[src/sv/spq_pkg.sv]
// Package for the stable priority queue: sizes, operation codes and the
// entry and command types passed along the cell chain. No dependencies.
`default_nettype none

package spq_pkg;

    localparam int CAPACITY = 16;
    localparam int PRI_W    = 8;
    localparam int PAY_W    = 32;
    localparam int KIND_W   = 2;

    typedef enum logic [KIND_W-1:0] {
        OP_ENQ  = 2'd0,
        OP_DEQ  = 2'd1,
        OP_PEEK = 2'd2,
        OP_NOP  = 2'd3
    } op_kind_t;

    // One slot of the sorted list
    typedef struct packed {
        logic             valid;
        logic [PRI_W-1:0] pri;
        logic [PAY_W-1:0] pay;
    } entry_t;

    // Operation broadcast to every cell
    typedef struct packed {
        logic             enq;
        logic             deq;
        logic [PRI_W-1:0] pri;
        logic [PAY_W-1:0] pay;
    } cell_cmd_t;

endpackage

`default_nettype wire

[src/sv/spq_cell.sv]
// One slot of the sorted chain: holds an entry and, on each operation,
// keeps it, takes the new entry, or takes a neighbor's entry. Uses spq_pkg.
`default_nettype none

module spq_cell import spq_pkg::*;
(
    input  wire logic      clk,
    input  wire logic      rst_n,
    input  wire cell_cmd_t cmd,
    input  wire entry_t    left,
    input  wire logic      left_keep,
    input  wire entry_t    right,
    output      entry_t    slot,
    output      logic      keep
);

    logic             valid_reg;
    logic             valid_next;
    logic [PRI_W-1:0] pri_reg;
    logic [PRI_W-1:0] pri_next;
    logic [PAY_W-1:0] pay_reg;
    logic [PAY_W-1:0] pay_next;

    // Stay in place when this entry ranks at or above the new one
    assign keep = valid_reg && (pri_reg >= cmd.pri);

    // Pick hold, insert, shift toward tail, or shift toward head
    always_comb
    begin
        valid_next = valid_reg;
        pri_next   = pri_reg;
        pay_next   = pay_reg;
        if (cmd.enq)
        begin
            if (!keep)
            begin
                if (left_keep)
                begin
                    valid_next = 1'b1;
                    pri_next   = cmd.pri;
                    pay_next   = cmd.pay;
                end
                else
                begin
                    valid_next = left.valid;
                    pri_next   = left.pri;
                    pay_next   = left.pay;
                end
            end
        end
        else if (cmd.deq)
        begin
            valid_next = right.valid;
            pri_next   = right.pri;
            pay_next   = right.pay;
        end
    end

    // Occupancy flag
    always_ff @(posedge clk or negedge rst_n)
    begin
        if (!rst_n)
            valid_reg <= 1'b0;
        else
            valid_reg <= valid_next;
    end

    // Entry data
    always_ff @(posedge clk)
    begin
        pri_reg <= pri_next;
        pay_reg <= pay_next;
    end

    assign slot = '{valid: valid_reg, pri: pri_reg, pay: pay_reg};

endmodule

`default_nettype wire

[config.mk]
export PLATFORM = sky130hd
export DESIGN_NAME = spq_cell
export DESIGN_NICKNAME = d
export VERILOG_FILES = /design/src/sv/spq_pkg.sv /design/src/sv/spq_cell.sv
export SDC_FILE = /design/constraint.sdc
export NUM_CORES = 1
export LEC_CHECK = 0
export BUFFER_PORTS_ARGS = -buffer_cell sky130_fd_sc_hd__buf_2
export CAP_MARGIN = 5
export CORE_UTILIZATION = 44
export CTS_CLUSTER_DIAMETER = 60
export DETAILED_ROUTE_END_ITERATION = 8
export MAX_ROUTING_LAYER = met4
export PLACE_DENSITY_LB_ADDON = 0.05
export SETUP_SLACK_MARGIN = 0.05
export SLEW_MARGIN = 20
export SYNTH_ARGS = -nofsm -noshare
export SYNTH_HDL_FRONTEND = slang
export SYNTH_SLANG_ARGS = --single-unit
[constraint.sdc]
create_clock -name clk -period 3.87 [get_ports clk]
set_input_delay 0.387 -clock clk [delete_from_list [all_inputs] [get_ports clk]]
set_output_delay 0.387 -clock clk [all_outputs]
set_load 0.02 [all_outputs]
Yosys cells after proc, flatten, opt, wreduce, memory -nomap -nowiden
Cells that the tools add are included. Widths: inputs -> output; s select.

Order comparisons: 1. Multiplexer cells: 12. Eq/ne operators: 1. Reduce and logical (&&, ||, !) cells: 3.

Operator list (number): $mux 32 (4); $mux 8 (4); $ge 8x8->1 (1); $mux 1 (4); $ne 2x2->1 const B (1); $reduce_and 2->1 (1); $reduce_bool 2->1 (1); $logic_and 1x1->1 (1).

Bits in registers: 41. Output and inout bits: 42. Input bits: 127.

Longest topological paths before layout
Depth in word-level cells: 4. Mapped depth: 6. Depth with buffers taken out: 6.

Worst setup path before layout
No wires, ideal clock.

Path type: register to register. Start point: register pri_reg[2]. End point: register pay_reg[0] (enable). Buffers on the path: 0. Slack: 1.815 ns. Clock period less this slack: 2.055 ns. Stages on the path, launching flop included: 6. Data required time: 3.516 ns. Data arrival time: 1.702 ns. Cells stage by stage: edfxtp_1 > ha_1 > a211oi_2 > o21ai_1 > a31oi_2 > mux2_4.

Longest elaborated chain between the ends: 4.

RTL lines: from (decl) (line spq_cell.sv:19) `logic [PRI_W-1:0] pri_reg;`; from (signal assigned) (line spq_cell.sv:71) `pri_reg <= pri_next;`; $ge 8x8->1 (line spq_cell.sv:25) `assign keep = valid_reg && (pri_reg >= cmd.pri);`; $logic_and 1x1->1 (line spq_cell.sv:25); $ne 2x2->1 (no source line); $reduce_and 2->1 (no source line); to (signal assigned) (line spq_cell.sv:72) `pay_reg <= pay_next;`; to (decl) (line spq_cell.sv:21) `logic [PAY_W-1:0] pay_reg;`.

No other way between the ends. A chain may end at the register's enable or synchronous reset.

Worst setup path in the final report
Start point: register pri_reg[7]. End point: output port keep.

Longest elaborated chain between the ends: 2.

RTL lines: $ge 8x8->1 (line spq_cell.sv:25); $logic_and 1x1->1 (line spq_cell.sv:25); to (decl) (line spq_cell.sv:14) `output logic keep`.

No other way between the ends.

==> run metrics <==
Hold/Removal Path Class primary input to flop; fill cell count 460; multiplexer share of the synthesized area 0.178; final worst path period share 0.547; root buffer cell clkbuf_8; asr flop ratio synth 0.0244; gr usage total 0.191; GPL Wtd Cong 0.848; R2R setup slack around 1800 ps; # Post-CTS Setup Buffers 0; post-synthesis cell count 210; Largest register FFs 32; crit path cell chain ha_1, a21oi_1, o22ai_1, a31oi_2, inv_1, buf_2; synth top area cells edfxtp_1 52%, mux2i_1 17%, a21oi_1 9.0%; clk sink count just over 40; main combinational cell family by area after synthesis multiplexers; full die area 0.00559 mm^2; HPWL Detailed 3980 um; Area growth syn-to-layout 41.0%; Sw Share 0.284; nets between 500 and 600; Core Box Area between 0.005 and 0.006 mm^2; share of total power in the clock network 0.263; post-cts hold buffer count 1; P_sw 0.353 mW; CTS buffer count 5; Synthesis Warnings 0; Mapped Area roughly 0.0023 mm^2; post-synthesis xor/xnor area fraction 0; Layout Skew 2.70 ps; share of layout cells above drive strength 1 0.477; Adder-Cell Fraction of Synth Area 0.0430; Clock Tree Buf Depth 2; Die W 74.7 um; Buffers on Ports between 150 and 200; max-slew violations 0; synthesis-stage register bit count slightly above 40; Row Count 26; Critical Path Source Type flop; initial antenna violation count 0; diodes inserted 0; Worst path max stage delay 400 ps; headroom to the max-slew limit 0.555; Logic pwr share 0.272; number of flops mapped to enable cells by yosys 40; simple-gate portion of the synthesized area 0.0768; crit path kind flop to output port; worst path arrival time 1730 ps; Starting Density 0.456; Fin. Hold Viols 0; largest net degree at the start of global routing 62; I/O pins approximately 170; first-pass GRT wire length about 7500 um; CTS H-Tree Depth 2; Finished Layout Cells around 440; Antenna Nets Post-Route 0; R2R Path Start pri_reg[7]$_DFFE_PP_; Inst Count DP 434; r2r endpoint pri_reg[4]$_DFFE_PP_; Avg Cell Area, Syn 11.1 um^2; required time worst endpoint 3480 ps; P_int around 0.9 mW; crit path time final approximately 2100 ps; CTS tree yes; Yosys cell types 24; # Max-Cap Violations 0; complex-gate fraction of the synthesized area 0.116; Max Clk Rate 472 MHz; critical path capture point type output port; top-area cell type share of the netlist area 0.516; CP max FO 3; clock latency on the worst-skew pair 280 ps; syn nets roughly 350; sequential power share 0.465; drt pass-1 iters 3; WL/cell 11.8 um; Power Total around 1.2 mW; grt total ovfl 0; Yosys top cell by area edfxtp_1; Via-to-Cell Ratio between 4 and 5; FF-to-FF path depth 5; final wirelength 5210 um; die height 74.7 um; Critical-path top delay cell edfxtp_1; ys flop type edfxtp_1; vias in the first global route 1748; Setup TNS 0 ps; via count 2091; Seq/Total Area, Yosys 0.527; Hold EP valid_reg$_DFFE_PN0P_; worst hold stages 3; Clock transition at path regs 70 ps; Hold Startpoint right[40]; Final setup viols 0; Peak VDD IR 0.000176 V; DRC viols 0; Worst-Margin Slew between 600 and 700 ps; initial drt markers 87; Static Leak 1.65 nW; PostCTS Resize Cnt 0; Power per Cell Area 379 mW/mm^2; RSZ-0062 raised after global routing false; outcome completed
-- per-stage QoR --
stage	util	instance area, um^2	hold WS, ps	worst slack, ps
after CTS	0.642	3280	408	1720
after floorplan	-	2330	91.4	1810
after global routing	0.643	3280	412	1600
after global placement	0.620	3160	161	1640
final	0.643	3280	417	1750
after detailed placement	0.620	3160	164	1610
-- cells in the mapped netlist, types with 2 or more instances --
library cell	instances
buf_1	2
buf_2	5
mux2i_1	40
ha_1	8
edfxtp_1	40
a21oi_1	42
buf_4	2
buf_6	4
inv_1	10
nor2_1	42
clkbuf_1	2
-- power groups by stage --
stage / clock (mW) / sequential [mW] / combinational [mW]
2_1_floorplan: 0 / 0.662 / 0.134
3_3_place_gp: 0 / 0.587 / 0.339
5_1_grt: 0.358 / 0.584 / 0.373
3_5_place_dp: 0 / 0.589 / 0.342
6_report: 0.327 / 0.579 / 0.338
4_1_cts: 0.339 / 0.580 / 0.345
-- final cells by class --
| cell class | instances | area (um^2) | area share |
|---|---|---|---|
| clock buffers | 6 | 72.6 | 0.0221 |
| clock inverters | 2 | 33.8 | 0.0103 |
| inverters | 10 | 37.5 | 0.0114 |
| multi-input cells | 144 | 965 | 0.294 |
| flip-flops and latches | 41 | 1230 | 0.373 |
| well taps | 70 | 87.6 | 0.0267 |
| repair buffers | 170 | 861 | 0.262 |
-- critical path: cells and delay by family, from the launching register on --
kind	cells	cell delay (ps)
DFF	1	400
buffers and inverters	2	230
adders and majority gates	1	320
AOI/OAI and AO/OA	3	490
-- logic make-up after synthesis --
kind of cell	Yosys count
compound gates	49
simple gates	46
mux	41
flops	41
buf+inv	25
fa+ha+maj	8
-- layer usage --
metal,wire [um],vias to the layer above,global-route usage
met5,0,-,-
met4,97,0,0.0713
met3,449,9,0.0629
met2,2550,98,0.324
met1,2110,897,0.207
li1,-,1087,-
-- layout by cell type, fill, tap and decap left out, drive strengths merged --
cell,instances
buf,169
nor2,42
a21oi,42
mux2i,40
edfxtp,40
inv,10
ha,8
clkbuf,6
a211oi,2
a31oi,2
and3,1
nand2,1
nor2b,1
o21ai,1
o211a,1
nand3,1
o22ai,1
mux2,1
clkinv,1
bufinv,1
dlygate4sd3,1
dfrtp,1
-- worst max-delay path by stage --
stage | from | end | cells after the start
floorplan | pri_reg[2]$_DFFE_PP_ | pay_reg[0]$_DFFE_PP_ | 5
global placement | cmd[34] | pay_reg[12]$_DFFE_PP_ | 7
detailed placement | cmd[34] | pay_reg[12]$_DFFE_PP_ | 7
CTS | pri_reg[7]$_DFFE_PP_ | pay_reg[0]$_DFFE_PP_ | 5
global route | pri_reg[7]$_DFFE_PP_ | pay_reg[0]$_DFFE_PP_ | 5
finish | pri_reg[7]$_DFFE_PP_ | keep | 6
Note: power is estimated with default switching activity, not from simulation.
